`config.mk`:
```
export PLATFORM = sky130hd
export DESIGN_NAME = stbs_bounds
export DESIGN_NICKNAME = d
export VERILOG_FILES = /design/src/design/stbs_pkg.sv /design/src/design/stbs_bounds.sv
export SDC_FILE = /design/constraint.sdc
export NUM_CORES = 1
export LEC_CHECK = 0
export BUFFER_PORTS_ARGS = -buffer_cell sky130_fd_sc_hd__buf_2
export CELL_PAD_IN_SITES_DETAIL_PLACEMENT = 0
export CELL_PAD_IN_SITES_GLOBAL_PLACEMENT = 1
export CORE_MARGIN = 3
export CORE_UTILIZATION = 40
export CTS_CLUSTER_SIZE = 10
export DETAILED_ROUTE_END_ITERATION = 10
export PLACE_DENSITY = 0.8
export SLEW_MARGIN = 20
export SYNTH_ARGS = -nofsm -noshare
export SYNTH_HDL_FRONTEND = slang
export SYNTH_SLANG_ARGS = --single-unit
```
`constraint.sdc`:
```
create_clock -name clk -period 5.35 [get_ports clk]
set_input_delay 0.535 -clock clk [delete_from_list [all_inputs] [get_ports clk]]
set_output_delay 0.535 -clock clk [all_outputs]
set_load 0.005 [all_outputs]
```
`src/design/stbs_pkg.sv`:
```
`default_nettype none
// ----------------------------------------------------------------------------
// stbs_pkg
// Shared types and constants for the sorted table binary search block.
// ----------------------------------------------------------------------------
package stbs_pkg;

  // Field widths of the item ports.
  localparam int INDEX_W = 10;
  localparam int VALUE_W = 32;
  // Working bounds are signed and wide enough to hold -1 and one past the last index.
  localparam int BOUND_W = INDEX_W + 2;

  localparam int TABLE_DEPTH_DEFAULT = 1024;

  // Item kinds.
  localparam logic KIND_WRITE  = 1'b0;
  localparam logic KIND_SEARCH = 1'b1;

  // Sequencer states.
  typedef enum logic [1:0] {
    ST_IDLE,
    ST_PROBE,
    ST_COMPARE,
    ST_FINISH
  } state_t;

  // Commands from the sequencer to the bound unit.
  typedef struct packed {
    logic start;  // load key and bounds from the accepted item
    logic probe;  // latch mid and issue the table read
    logic step;   // narrow the range after a miss
  } bound_ctl_t;

  // Status from the bound unit to the sequencer.
  typedef struct packed {
    logic               empty;  // lower bound above upper bound
    logic               hit;    // key equals the probed entry
    logic [INDEX_W-1:0] mid;    // index of the last probe
  } bound_sts_t;

endpackage
`default_nettype wire

```
`src/design/stbs_bounds.sv`:
```
`default_nettype none
// ----------------------------------------------------------------------------
// stbs_bounds
// Holds the search key and working bounds, forms the probe index and
// compares the key with the entry read back from the table.
// ----------------------------------------------------------------------------
module stbs_bounds #(
  parameter int TABLE_DEPTH = stbs_pkg::TABLE_DEPTH_DEFAULT
) (
  input  wire logic                             clk,
  input  wire logic                             rst,
  input  wire stbs_pkg::bound_ctl_t             ctl,
  input  wire logic signed [stbs_pkg::VALUE_W-1:0] value,
  input  wire logic [stbs_pkg::INDEX_W-1:0]     low_bound,
  input  wire logic [stbs_pkg::INDEX_W-1:0]     high_bound,
  input  wire logic [stbs_pkg::VALUE_W-1:0]     rdata,
  output logic      [$clog2(TABLE_DEPTH)-1:0]   raddr,
  output stbs_pkg::bound_sts_t                  sts
);
  import stbs_pkg::*;

  localparam int AW = $clog2(TABLE_DEPTH);
  localparam int EW = (AW > INDEX_W) ? AW : INDEX_W;

  logic signed [BOUND_W-1:0] lo;
  logic signed [BOUND_W-1:0] hi;
  logic signed [VALUE_W-1:0] key;
  logic [INDEX_W-1:0]        mid;
  logic                      oob;

  logic signed [BOUND_W:0]   sum;
  logic [INDEX_W-1:0]        mid_calc;
  logic [EW-1:0]             mid_ext;
  logic signed [VALUE_W-1:0] entry;
  logic signed [BOUND_W-1:0] mid_s;

  // Probe index; only used while both bounds are in range and ordered.
  assign sum      = {lo[BOUND_W-1], lo} + {hi[BOUND_W-1], hi};
  assign mid_calc = sum[INDEX_W:1];
  assign mid_ext  = EW'(mid_calc);
  assign raddr    = mid_ext[AW-1:0];

  // Compare against the entry; indexes past the table read as zero.
  assign entry = oob ? '0 : $signed(rdata);
  assign mid_s = $signed({{(BOUND_W-INDEX_W){1'b0}}, mid});

  assign sts.empty = (lo > hi);
  assign sts.hit   = (key == entry);
  assign sts.mid   = mid;

  // Working bounds persist between searches.
  always_ff @(posedge clk) begin
    if (rst) begin
      lo <= '0;
      hi <= '0;
    end else if (ctl.start) begin
      lo <= $signed({{(BOUND_W-INDEX_W){1'b0}}, low_bound});
      hi <= $signed({{(BOUND_W-INDEX_W){1'b0}}, high_bound});
    end else if (ctl.step) begin
      if (key < entry) begin
        hi <= mid_s - BOUND_W'(1);
      end else begin
        lo <= mid_s + BOUND_W'(1);
      end
    end
  end

  // Key and probe index.
  always_ff @(posedge clk) begin
    if (ctl.start) begin
      key <= value;
    end
    if (ctl.probe) begin
      mid <= mid_calc;
      oob <= (32'(mid_calc) >= TABLE_DEPTH);
    end
  end

endmodule
`default_nettype wire

```
Word level (Yosys, flattened, before mapping)

Cells that the tools add are included.

$lt $le $gt $ge: 2
Muxes and demuxes: 6
Bitwise gates (word level): 1
Reductions and logical operators: 7
Equality and inequality tests: 2
$add $sub $neg: 3

Operators with widths:

| operator                | number |
|---|---|
| $mux W10                | 6 |
| $eq A32 B32 Y1          | 1 |
| $lt A32 B32 Y1          | 1 |
| $gt A12 B11 Y1          | 1 |
| $add A10 B1 Y11 const B | 1 |
| $add A11 B11 Y11        | 1 |
| $sub A10 B1 Y11 const B | 1 |
| $reduce_and A2 Y1       | 4 |
| $reduce_bool A2 Y1      | 2 |
| $ne A2 B2 Y1 const B    | 1 |
| $reduce_or A2 Y1        | 1 |
| $not A1 Y1              | 1 |

Register bits: 64
Output and inout port bits: 22
Input bits: 89

Longest topological paths before layout

Depth in word-level cells: 4
Mapped depth: 10

Worst setup path before layout

No wires, ideal clock.

Kind: flip-flop to output port
From: register hi[0]
To: output raddr[9]
Setup slack: 2.604 ns
Stages on the path, launching flop included: 11
Arrival: 2.211 ns
Required time: 4.815 ns
Cells stage by stage: dfxtp_1 ha_1 inv_1 fa_1 o21bai_1 a21oi_1 o21bai_1 a21oi_1 o311ai_0 a2111oi_0 nand3b_1

Cells in the longest elaborated chain, start to end: 1

RTL lines:

| what                   | line              | text |
|---|---|---|
| start, declared        | stbs_bounds.sv:26 | `logic signed [BOUND_W-1:0] hi;` |
| start signal, assigned | stbs_bounds.sv:58 | `hi <= $signed({{(BOUND_W-INDEX_W){1'b0}}, high_bound});` |
| start signal, assigned | stbs_bounds.sv:61 | `hi <= mid_s - BOUND_W'(1);` |
| $add A11 B11 Y11       | stbs_bounds.sv:38 | `assign sum = {lo[BOUND_W-1], lo} + {hi[BOUND_W-1], hi};` |
| end, declared          | stbs_bounds.sv:17 | `output logic [$clog2(TABLE_DEPTH)-1:0] raddr,` |

Every way passes these cells.

Worst setup path after layout

Ends and elaborated chain as after synthesis.

==> metrics <==
status finished clean; CTS Buf Count 9; layout cell share with drive strength beyond 1 roughly a quarter; Total Wirelength approximately 11 mm; Startpoint Class flop; initial core utilization approximately two fifths; Peak Freq 269 MHz; # IOs ~110; met1 WL approximately 4.9 mm; DRC 0; Rows 37; worst-path cell chain ha_1 -> inv_1 -> fa_1 -> o21bai_1 -> a21oi_1 -> o21bai_1 -> a21oi_1 -> o311ai_0 -> a2111oi_0 -> nand3b_1 -> buf_2; P&R area growth vs syn 17.5%; final period utilization 69.6%; Clock transition at path regs ~70 ps; synth warn 0; Worst Setup End Kind output pin; critical path's slowest cell o311ai_0; Vias/cell around 5.2; Final Hold Vio Count 0; Detail Route Antenna Nets 0; clk_skew about 12 ps; Final min period ~3700 ps; met3 WL 540 um; CP max stage delay around 700 ps; die height ~110 um; H-tree depth 3; sequential cell area roughly 0.0017 mm^2; actual slew at the worst max-slew pin between 800 and 900 ps; Setup Crit Path Kind flop to output pin; Hold Crit Class primary input to flop; Non-Filler Instances around 700; Crit Path Max Fanout 3; IO buf count 110; # fillers 1019; Die W around 110 um; Max-Cap Viols 0; main flop type after synthesis edfxtp_1; DR iter-0 viols about 160; antenna violations before repair 0; first-pass GRT wire length 18.5 mm; setup violators final 0; CTS tree done; most frequent cells in the layout buf_2 (110), inv_1 (60), ha_1 (56); worst vdd ir ~0.00011 V; Total GRT Usage a little under a fifth; pin count of the biggest net entering global routing 57; Multi-input gate area around 0.0024 mm^2; Cell Pwr Density ~260 mW/mm^2; NumNets Final approximately 700; n_diodes 0; Slew HR 40.1%; Cells after Synth approximately 460; Worst EP arrival 3190 ps; Seq/Total Area, Yosys between 30 and 40%; RSZ-0062 raised after global routing false; core area 0.0106 mm^2; vias in the first global route between 3000 and 4000; Skew-Pair Late Insertion Delay roughly 350 ps; Detailed Routing Iterations Pass 1 4; Seq cells post-synth between 60 and 70; root buf cell clkbuf_8; Vias 3643; setup slack, reg-to-reg between 2000 and 2500 ps; WL/cell approximately 16 um; CP required 4820 ps; setup bufs post-CTS 0; Netlist cell types 58; TNS Setup 0 ps; CTS Sinks between 60 and 70; Crit path buffers/inverters 2; Detailed Place HPWL 8.44 mm; Async SR Flop Fraction 0%; Syn Area/Cell about 10 um^2; full die area around 0.012 mm^2; Slew Viols, Final 0; CTS max path bufs 2; Leak Pwr approximately 2.4 nW; RD Place Congestion between 0.8 and 0.9; Resized cells post-CTS 0; top routing layer used met4; placed cell count around 680; most common cell after layout, fill and taps aside buf_2; Post-synth EDFFs 42; Synthesized Nets roughly 600; CP top delay family compound AO/OA/AOI/OAI gates; Cell Area, Synth approximately 0.0044 mm^2; GRT overflow 0; Routed met2 length roughly 5.5 mm; CTS Hold Bufs 0
final cells by class:
type | instances | area share (%)
Timing Repair Buffer | 111 | 10.7
Sequential cell | 64 | 32.7
Clock inverter | 5 | 0.962
Clock buffer | 11 | 2.52
Multi-Input combinational cell | 311 | 45.5
Inverter | 60 | 4.33
Tap cell | 136 | 3.27
kinds of logic after synthesis:
logic type,share of synthesized area [%]
muxes,0.226
and+or+nand+nor,17.7
AOI/OAI and AO/OA,14.7
adders and majority gates,16.3
xor gates and xnor gates,4.55
buffers and inverters,8.11
DFF,38.4
worst paths after layout:
kind / startpoint / end / cells past startpoint
max: hi[0] / raddr[9] / 11
min: value[21] / key[21] / 1
max reg2reg: key[23] / lo[6] / 8
min reg2reg: lo[10] / lo[10] / 2
Yosys cell counts (3+ instances only):
| library cell | instances | area (um^2) |
|---|---|---|
| a21o_1 | 5 | 37.5 |
| xor2_1 | 8 | 70.1 |
| o21bai_1 | 5 | 37.5 |
| nor3_1 | 12 | 60.1 |
| o21ai_0 | 6 | 30.0 |
| nor3b_1 | 10 | 75.1 |
| nand3b_1 | 5 | 37.5 |
| dfxtp_1 | 22 | 440 |
| nor2_1 | 11 | 41.3 |
| buf_6 | 4 | 45.0 |
| o211ai_1 | 3 | 22.5 |
| inv_1 | 60 | 225 |
| nand4_1 | 5 | 31.3 |
| a21oi_1 | 25 | 125 |
| nand3_1 | 34 | 170 |
| nand2b_1 | 4 | 25.0 |
| o221ai_1 | 14 | 123 |
| clkbuf_1 | 10 | 37.5 |
| and4_1 | 4 | 35.0 |
| nand2_1 | 46 | 173 |
| ha_1 | 56 | 701 |
| edfxtp_1 | 42 | 1260 |
| nor4_1 | 3 | 18.8 |
| xnor2_1 | 15 | 131 |
per-layer routing:
metal | track usage [%] | vias to the layer above
met5 | 0 | -
met4 | 4.79 | 0
met3 | 4.37 | 10
met2 | 31.7 | 87
met1 | 23.3 | 1715
li1 | - | 1831
stage by stage:
| stage | cell area, um^2 | hold slack (ps) | utilization (%) | setup slack, ps | power (mW) |
|---|---|---|---|---|---|
| floorplan | 4430 | 457 | - | 2600 | 0.851 |
| global placement | 5020 | 476 | 47.6 | 2080 | 0.970 |
| detailed placement | 5020 | 485 | 47.6 | 2010 | 0.978 |
| CTS | 5200 | 337 | 49.3 | 1620 | 1.38 |
| global route | 5200 | 331 | 49.3 | 1450 | 1.46 |
| finish | 5200 | 358 | 49.3 | 1630 | 1.37 |
power by group:
part / total [mW] / internal (mW) / switching, mW
sequential: 0.619 / 0.579 / 0.0402
combinational: 0.346 / 0.153 / 0.193
clock: 0.401 / 0.212 / 0.189
state kept, by name, indices dropped and copies added (netlist names):
| signal | flops |
|---|---|
| mid | 10 |
| hi | 11 |
| lo | 11 |
| key | 32 |
No activity file was read; power rests on OpenSTA's default activity.
