$ cat src/design/stbs_pkg.sv
`default_nettype none
// ----------------------------------------------------------------------------
// stbs_pkg
// Shared types and constants for the sorted table binary search block.
// ----------------------------------------------------------------------------
package stbs_pkg;

  // Field widths of the item ports.
  localparam int INDEX_W = 10;
  localparam int VALUE_W = 32;
  // Working bounds are signed and wide enough to hold -1 and one past the last index.
  localparam int BOUND_W = INDEX_W + 2;

  localparam int TABLE_DEPTH_DEFAULT = 1024;

  // Item kinds.
  localparam logic KIND_WRITE  = 1'b0;
  localparam logic KIND_SEARCH = 1'b1;

  // Sequencer states.
  typedef enum logic [1:0] {
    ST_IDLE,
    ST_PROBE,
    ST_COMPARE,
    ST_FINISH
  } state_t;

  // Commands from the sequencer to the bound unit.
  typedef struct packed {
    logic start;  // load key and bounds from the accepted item
    logic probe;  // latch mid and issue the table read
    logic step;   // narrow the range after a miss
  } bound_ctl_t;

  // Status from the bound unit to the sequencer.
  typedef struct packed {
    logic               empty;  // lower bound above upper bound
    logic               hit;    // key equals the probed entry
    logic [INDEX_W-1:0] mid;    // index of the last probe
  } bound_sts_t;

endpackage
`default_nettype wire

$ cat src/design/stbs_ctrl.sv
`default_nettype none
// ----------------------------------------------------------------------------
// stbs_ctrl
// Sequencer for table writes and searches, with the result output register.
// ----------------------------------------------------------------------------
module stbs_ctrl #(
  parameter int TABLE_DEPTH = stbs_pkg::TABLE_DEPTH_DEFAULT
) (
  input  wire logic                         clk,
  input  wire logic                         rst,
  input  wire logic                         in_valid,
  output logic                              in_stall,
  input  wire logic                         kind,
  input  wire logic [stbs_pkg::INDEX_W-1:0] write_index,
  output logic                              we,
  output logic [$clog2(TABLE_DEPTH)-1:0]    waddr,
  output stbs_pkg::bound_ctl_t              ctl,
  input  wire stbs_pkg::bound_sts_t         sts,
  output logic                              out_valid,
  input  wire logic                         out_stall,
  output logic                              found,
  output logic [stbs_pkg::INDEX_W-1:0]      position
);
  import stbs_pkg::*;

  localparam int AW = $clog2(TABLE_DEPTH);
  localparam int EW = (AW > INDEX_W) ? AW : INDEX_W;

  state_t             state;
  state_t             state_next;
  logic               accept;
  logic               out_free;
  logic               res_load;
  logic               res_found_next;
  logic               res_found;
  logic [INDEX_W-1:0] res_pos;
  logic [EW-1:0]      widx_ext;

  assign accept   = in_valid && !in_stall;
  assign out_free = !out_valid || !out_stall;

  // Table writes happen at acceptance; indexes past the table are dropped.
  assign widx_ext = EW'(write_index);
  assign waddr    = widx_ext[AW-1:0];
  assign we       = accept && (kind == KIND_WRITE) && (32'(write_index) < TABLE_DEPTH);

  // Next state.
  always_comb begin
    state_next = state;
    unique case (state)
      ST_IDLE: begin
        if (accept && (kind == KIND_SEARCH)) begin
          state_next = ST_PROBE;
        end
      end
      ST_PROBE: begin
        state_next = sts.empty ? ST_FINISH : ST_COMPARE;
      end
      ST_COMPARE: begin
        state_next = sts.hit ? ST_FINISH : ST_PROBE;
      end
      ST_FINISH: begin
        if (out_free) begin
          state_next = ST_IDLE;
        end
      end
      default: state_next = ST_IDLE;
    endcase
  end

  // Outputs of the sequencer. Items are held off while reset is applied.
  always_comb begin
    in_stall       = 1'b1;
    ctl            = '0;
    res_load       = 1'b0;
    res_found_next = 1'b0;
    unique case (state)
      ST_IDLE: begin
        in_stall  = rst;
        ctl.start = in_valid && (kind == KIND_SEARCH);
      end
      ST_PROBE: begin
        ctl.probe = !sts.empty;
        res_load  = sts.empty;
      end
      ST_COMPARE: begin
        ctl.step       = !sts.hit;
        res_load       = sts.hit;
        res_found_next = 1'b1;
      end
      ST_FINISH: begin
      end
      default: begin
      end
    endcase
  end

  always_ff @(posedge clk) begin
    if (rst) begin
      state <= ST_IDLE;
    end else begin
      state <= state_next;
    end
  end

  // Result held until the output register is free.
  always_ff @(posedge clk) begin
    if (res_load) begin
      res_found <= res_found_next;
      res_pos   <= res_found_next ? sts.mid : '0;
    end
  end

  // Output register.
  always_ff @(posedge clk) begin
    if (rst) begin
      out_valid <= 1'b0;
    end else if (state == ST_FINISH && out_free) begin
      out_valid <= 1'b1;
    end else if (!out_stall) begin
      out_valid <= 1'b0;
    end
  end

  always_ff @(posedge clk) begin
    if (state == ST_FINISH && out_free) begin
      found    <= res_found;
      position <= res_pos;
    end
  end

endmodule
`default_nettype wire

$ cat config.mk
export PLATFORM = sky130hd
export DESIGN_NAME = stbs_ctrl
export DESIGN_NICKNAME = d
export VERILOG_FILES = /design/src/design/stbs_pkg.sv /design/src/design/stbs_ctrl.sv
export SDC_FILE = /design/constraint.sdc
export NUM_CORES = 1
export LEC_CHECK = 0
export BUFFER_PORTS_ARGS = -buffer_cell sky130_fd_sc_hd__buf_2
export CAP_MARGIN = 20
export CORE_MARGIN = 5
export CORE_UTILIZATION = 30
export CTS_CLUSTER_SIZE = 14
export DETAILED_ROUTE_END_ITERATION = 16
export PLACE_DENSITY = 0.55
export SLEW_MARGIN = 30
export SYNTH_ARGS = -nofsm -noshare
export SYNTH_HDL_FRONTEND = slang
export SYNTH_SLANG_ARGS = --single-unit
$ cat constraint.sdc
create_clock -name clk -period 2.43 [get_ports clk]
set_input_delay 0.1215 -clock clk [delete_from_list [all_inputs] [get_ports clk]]
set_output_delay 0.1215 -clock clk [all_outputs]
set_load 0.005 [all_outputs]
==> Yosys cells after proc, flatten, opt, wreduce, memory -nomap -nowiden <==
Cells that the tools add are included.
{ "totals": {"regBits": 25, "latch_bits": 0, "ram_bits": 0, "mem_bits_ro": 0, "input_bits": 27, "word_cells": 39, "n_memories": 0} }
{ "op_classes": {"n_addsub": 0, "n_mul": 0, "div": 0, "order_cmp": 0, "n_eq_ne": 6, "shift": 0, "muxes": 13, "n_bitwise": 1, "n_reduce_logical": 13} }
{ "ops": {"columns": ["cell", "n"], "rows": [
  ["2-to-1 mux 1 bit", 8],
  ["one-hot mux 2 bit (4 select lines)", 1],
  ["2-to-1 mux 2 bit", 3],
  ["logical AND 1 bit", 5],
  ["logical NOT 1 bit", 5],
  ["equality test 2 bit, second input constant", 2],
  ["inequality test 2 bit, second input constant", 2],
  ["equality test 2 x 1 -> 1 bit, second input constant", 1],
  ["logical NOT 2 bit", 1],
  ["inequality test 2 x 1 -> 1 bit, second input constant", 1],
  ["one-hot mux 1 bit (2 select lines)", 1],
  ["AND reduction 2 bit", 1],
  ["logical OR 1 bit", 1],
  ["NOT 1 bit", 1]
]} }

==> Longest topological paths before layout <==
Gate-level depths: netlist of run 1.
{ "depth": {"ltp_word": 7, "depth_mapped": 5, "ltp_nobuf": 5} }

==> Worst setup path after synthesis of run 1 <==
Ideal clock, no wire load.
{ "synth_path": {"kind": "register to register", "startpoint": "register state[1]", "endpoint": "register found, enable pin", "setup_time_ns": 0.396, "arrival_ns": 1.457, "required_time_ns": 2.034, "path_slack_ns": 0.577, "stages_incl_launch_ff": 3, "path_buffers": 0, "period_less_slack_ns": 1.853, "path_cell_list": "dfxtp_1 -> ha_1 -> a21boi_0"} }
{ "synth_between": {"elab_chain_len": 2} }
{ "synth_rtl": {"columns": ["element", "line", "text"], "rows": [
  ["start: declaration", "stbs_ctrl.sv:29", "state_t state;"],
  ["start signal: assignment", "stbs_ctrl.sv:102", "state <= state_next;"],
  ["equality test 2 bit", "stbs_ctrl.sv:126", "if (state == ST_FINISH && out_free) begin"],
  ["logical AND 1 bit", "stbs_ctrl.sv:126", null],
  ["end signal: assignment", "stbs_ctrl.sv:127", "found <= res_found;"],
  ["end: declaration", "stbs_ctrl.sv:21", "output logic found,"]
]} }
Every way passes these cells.
A chain may end at the register's enable or synchronous reset.

==> results.toml, run 1 <==
[outcome]
status = "finished, final reports clean"

[floorplanning]
die-width_um = 70.3
die_area_um2 = 4940
die_y_um = 70.3
pin_count = 54
core-area_um2 = 3580
start_util = 0.305
num_rows = 22

[clock_network]
cts_sinks = 25
cts_hold_buffers = 0
cts.path.max_buffers = 2
cts_setup_buffers = 0
clock_latency_ns = 0.31
cts_tree = "done"
cts_resized = 0
clk_pin_slew_ns = 0.12
cts_buffers = 3
ctsHtreeMaxLevel = 1
cts_root_buf = "clkbuf_4"

[finish]
nNetsFinal = 138
fill_cells = 382
layout-drive-gt1-share = 0.400
final_cells = 153
synthToLayoutAreaGrowth_pct = 17.3
n_antenna_cell = 0

[placement]
dp_hpwl_um = 1330
dpl.cell_count = 149
finalWeightedCongestion = 0.750
place_ws_ns = 0.822
portBuffers = 33

[grt]
globalRouteOverflowTotal = 0
grtUsageTotal = 0.0705
antenna_found_initial = 0
grt_max_degree = 15
grt_pass1_vias = 607
grt_first_pass_wirelength_um = 2710

[drt]
num_vias = 625
finalWirelength_um = 1690
viasPerCell = 4.08
first_pass_iters = 4
drtAntennaViolNets = 0
drtIter0Drc = 18
wl_per_cell_um = 11.0
drc = 0

[logic_synthesis]
syn_inst = 77
synth_area_leaders = "edfxtp_1 61%, buf_4 6.9%, and2_1 5.7%"
yosysSeqAreaShare = 0.661
synthesis.nets = 109
syn_avg_cell_area_um2 = 14.2
synth_top_area_share = 0.606
syn_area_um2 = 1090
yosys.area.top_type = "edfxtp_1"
ys_ff_latch = 25
yosysUniqueCellTypes = 23
yosysWarningCount = 0

[setup_path]
startpoint_type = "flip-flop"
crit_path_end_kind = "output port"
required_ns = 2.31
cpMaxStageDelayCell = "ha_1"
critical_path_class = "reg -> out"
r2r_slack_ns = 0.83
slowest_delay_ns = 0.38
critPathMaxFanout = 14
arrival_ns = 1.51
path_cells = "inv_1, ha_1, nor2b_1, buf_2"

[power_and_ir_drop]
internal-power_w = 0.000658
pwr-share-seq = 0.597
leakagePower_nw = 0.539
pwr-share-comb = 0.203
swShare = 0.254
ir_drop_uv = 172
power_frac_clock = 0.200
switchingPower_w = 0.000224
powerDensity_nw_per_um2 = 689

[timing]
fmax_ghz = 0.613
slew_headroom = 0.773
fin_crit_ns = 1.63
setup_ws_ns = 0.798
layout_worst_path_cycle_share = 0.672
finalSetupTns_ns = 0
final-setup-viol-count = 0
slew_violations = 0
worst_pin_slew_ns = 0.340
timing_hold_violations_final = 0
rsz0062_at_grt = "no"
skew_ns = 0.00704

[job]
cap_violations = 0

[min_path]
min_path_type = "in -> reg"
## critical path: cells and delay by family (launching register included)
kind / cells / cell delay, ns
fa+ha+maj: 1 / 0.38
buf+inv: 2 / 0.27
flops: 1 / 0.37
simple gates: 1 / 0.20
## flip-flops by register name (all words and copies together), names as in the netlist
| signal | count |
|---|---|
| out_valid | 1 |
| res_pos | 10 |
| found | 1 |
| position | 10 |
| state | 2 |
| res_found | 1 |
## cell usage in the layout, fill, tap and decap left out
cell type	instances
buf_4	2
nand2_1	2
a221o_1	1
nand3b_4	1
nor2_1	2
a21boi_1	1
a32o_1	1
clkinv_2	1
clkbuf_4	3
and3_1	1
nor2b_1	3
a21oi_1	2
edfxtp_1	22
and2_1	10
nand3_1	1
and3_2	1
dfxtp_1	3
buf_2	33
nand2b_1	1
nor3_1	2
a31oi_1	1
mux2_2	1
ha_1	5
inv_1	4
a22oi_1	1
## stage by stage
stage	total power, W	util	instance area, µm²	hold slack, ns
finish	0.000881	0.358	1280	0.0652
detailed placement	0.000716	0.350	1250	0.243
global route	0.000940	0.358	1280	0.0420
global placement	0.000713	0.350	1250	0.243
floorplan	0.000663	-	1090	0.194
CTS	0.000893	0.358	1280	0.0501
## cell families (layout without fill, tap and decap cells)
kind of cell / count (synthesis) / count (layout) / synth area share
AOI/OAI and AO/OA: 7 / 7 / 0.0470
adders and majority gates: 5 / 5 / 0.0573
muxes: 1 / 1 / 0.0103
DFF: 25 / 25 / 0.661
and+or+nand+nor: 24 / 24 / 0.139
buffers and inverters: 15 / 43 / 0.0860
## cell usage after synthesis
cell type  count
edfxtp_1      22
a21oi_1        2
dfxtp_1        3
and2_1        10
nand2b_1       1
nand3_1        1
buf_4         10
nor3_1         2
nand3b_4       1
inv_1          4
a31oi_1        1
a22oi_1        1
nand2_1        2
a221o_1        1
a21boi_0       1
ha_1           5
clkbuf_1       1
and3_1         1
a32o_1         1
mux2_2         1
nor2_1         2
nor2b_1        3
and3_2         1
## layer usage
layer	wire [µm]	global-route usage	share of wire
met1	646	0.0718	0.38
met2	933	0.129	0.55
met3	103	0.0201	0.061
met4	5	0.0362	0.0030
met5	0	0	0
## path summary, 6_finish.rpt
| check | from | to | depth (start not counted) |
|---|---|---|---|
| max reg2reg | state[0] | res_pos[3] | 5 |
| min | rst | out_valid | 2 |
| min reg2reg | res_pos[2] | position[2] | 0 |
| max | state[0] | ctl[0] | 4 |
## area by class of cell
class,instances,area [µm²],share of cell area
multi-input cells,37,277,0.216
inverters,4,15.0,0.0117
clock inverters,1,5.00,0.00391
flip-flops and latches,25,721,0.563
clock buffers,3,22.5,0.0176
well taps,48,60.1,0.0469
repair buffers,35,180,0.141
## power by group through the flow
stage | clock network, W | registers (W) | logic, W
floorplan | 0 | 0.000533 | 0.000130
global placement | 0 | 0.000535 | 0.000179
detailed placement | 0 | 0.000536 | 0.000180
CTS | 0.000186 | 0.000526 | 0.000181
global route | 0.000206 | 0.000530 | 0.000204
finish | 0.000176 | 0.000526 | 0.000179
Power figures use the tool's default switching activity.
==> run 2, diff against run 1 <==
==> constraint.sdc (replaced) <==
create_clock -name clk -period 1.7 [get_ports clk]
set_input_delay 0.085 -clock clk [delete_from_list [all_inputs] [get_ports clk]]
set_output_delay 0.085 -clock clk [all_outputs]
set_load 0.005 [all_outputs]
==> run 2 against run 1 <==
Combinational power up 78%. Utilization increased by 1.1 points. Highest routed layer unchanged. Critical path type is now reg -> reg. Critical path depth is 1 lower. Sequential cell count unchanged. Power up 48%.
==> results.toml, run 2 (same netlist as run 1, synthesis figures left out) <==
[power_and_ir_drop]
pwr-share-comb = 0.244
powerDensity_nw_per_um2 = 988
switchingPower_w = 0.000318
power_w = 0.00130
swShare = 0.244
internal-power_w = 0.000985
pwr-share-seq = 0.572
power_frac_clock = 0.184
leakagePower_nw = 0.561
ir_drop_uv = 244

[grt]
grt_use_met1 = 0.0745
globalRouteOverflowTotal = 0
grt_first_pass_wirelength_um = 2820
grt_use_met3 = 0.0115
grt_max_degree = 14
met2_usage = 0.125
busiest_layer = "met2"
grt_pass1_vias = 639
grtUsageTotal = 0.0693
antenna_found_initial = 0

[timing]
fin_crit_ns = 1.58
layout_worst_path_cycle_share = 0.927
final-setup-viol-count = 0
hold_slack_ns = 0.0392
timing_hold_violations_final = 0
skew_ns = 0.00548
slew_violations = 0
worst_pin_slew_ns = 0.515
rsz0062_at_grt = "no"
fmax_ghz = 0.635
setup_ws_ns = 0.124
slew_headroom = 0.655

[placement]
finalWeightedCongestion = 0.757
place_area_um2 = 1290
portBuffers = 33
place_ws_ns = -0.119
dp_hpwl_um = 1400

[finish]
nNetsFinal = 143
most-common-layout-cells = "33 x buf_2, 22 x edfxtp_1, 10 x and2_1"
multi_input_area_um2 = 279
post-route-util = 0.369
final_common_cell = "buf_2"
synthToLayoutAreaGrowth_pct = 20.9
reg_top3 = "position: 10 flops, res_pos: 10 flops, state: 2 flops"
seq_area_um2 = 721
stdcell_area_um2 = 1320
fill_cells = 356
n_antenna_cell = 0
layout-drive-gt1-share = 0.427

[clock_network]
cts.path.max_buffers = 2
cts_root_buf = "clkbuf_4"
cts_resized = 1
cts_sinks = 25
clk_pin_slew_ns = 0.12
cts_hold_buffers = 0
ctsHtreeMaxLevel = 1
cts_buffers = 3
cts_setup_buffers = 0
clock_latency_ns = 0.30
cts_tree = "done"

[setup_path]
critical_path_class = "reg -> reg"
startpoint_type = "flip-flop"
arrival_ns = 1.52
critPathMaxFanout = 11
required_ns = 1.65
crit_path_end_kind = "flip-flop"

[drt]
drtAntennaViolNets = 0
drc = 0
wl_per_cell_um = 10.8
first_pass_iters = 3
viasPerCell = 4.04
num_vias = 639
drtIter0Drc = 25
finalWirelength_um = 1700

[floorplanning]
die_y_um = 70.3
die_area_um2 = 4940
num_rows = 22
die-width_um = 70.3
pin_count = 54
start_util = 0.305
core-area_um2 = 3580

[min_path]
min_path_type = "in -> reg"

[job]
cap_violations = 0

[outcome]
status = "finished, final reports clean"
==> run 2: changes by cell type in the layout (fill, tap and decap cells not counted), sizes merged <==
cell and change:
buf +5, clkbuf +1, clkinv -1
==> run 2: path summary, 6_finish.rpt <==
path	startpoint	endpoint	slack (ns)	depth (start not counted)
max	state[0]	res_pos[8]	0.12	3
min	rst	out_valid	0.04	2
max reg2reg	state[0]	res_pos[8]	0.12	3
min reg2reg	res_pos[5]	position[5]	0.43	0
==> run 2: power by group through the flow <==
stage	Combinational [W]	Sequential, W	Clock [W]
after detailed placement	0.000319	0.000760	0
final	0.000318	0.000745	0.000240
after global routing	0.000355	0.000750	0.000276
after floorplan	0.000186	0.000762	0
after CTS	0.000325	0.000746	0.000249
after global placement	0.000311	0.000758	0
==> run 2: area by class of cell <==
type                       count  area share
clock buffer                   4      0.0199
tap                           48      0.0455
sequential                    25       0.546
inverter                       4      0.0114
multi-input combinational     37       0.212
timing repair buffer          40       0.165
==> run 2: through the flow <==
stage | TNS, ns | std cells
3_3_place_gp | -0.635 | 154
5_1_grt | 0 | 158
4_1_cts | 0 | 158
2_1_floorplan | 0 | 77
3_5_place_dp | -1.31 | 154
6_report | 0 | 158
==> run 2: metal layers <==
layer  vias up  part of all wire
met5         -                 0
met1       291              0.37
li1        325                 -
met3        10             0.062
met4         0             0.028
met2        13              0.54
==> run 2: worst max-delay path: stages (launching register included) <==
cell and delay (ns):
dfxtp_1 0.39, inv_1 0.10, ha_1 0.28, nor2b_2 0.45
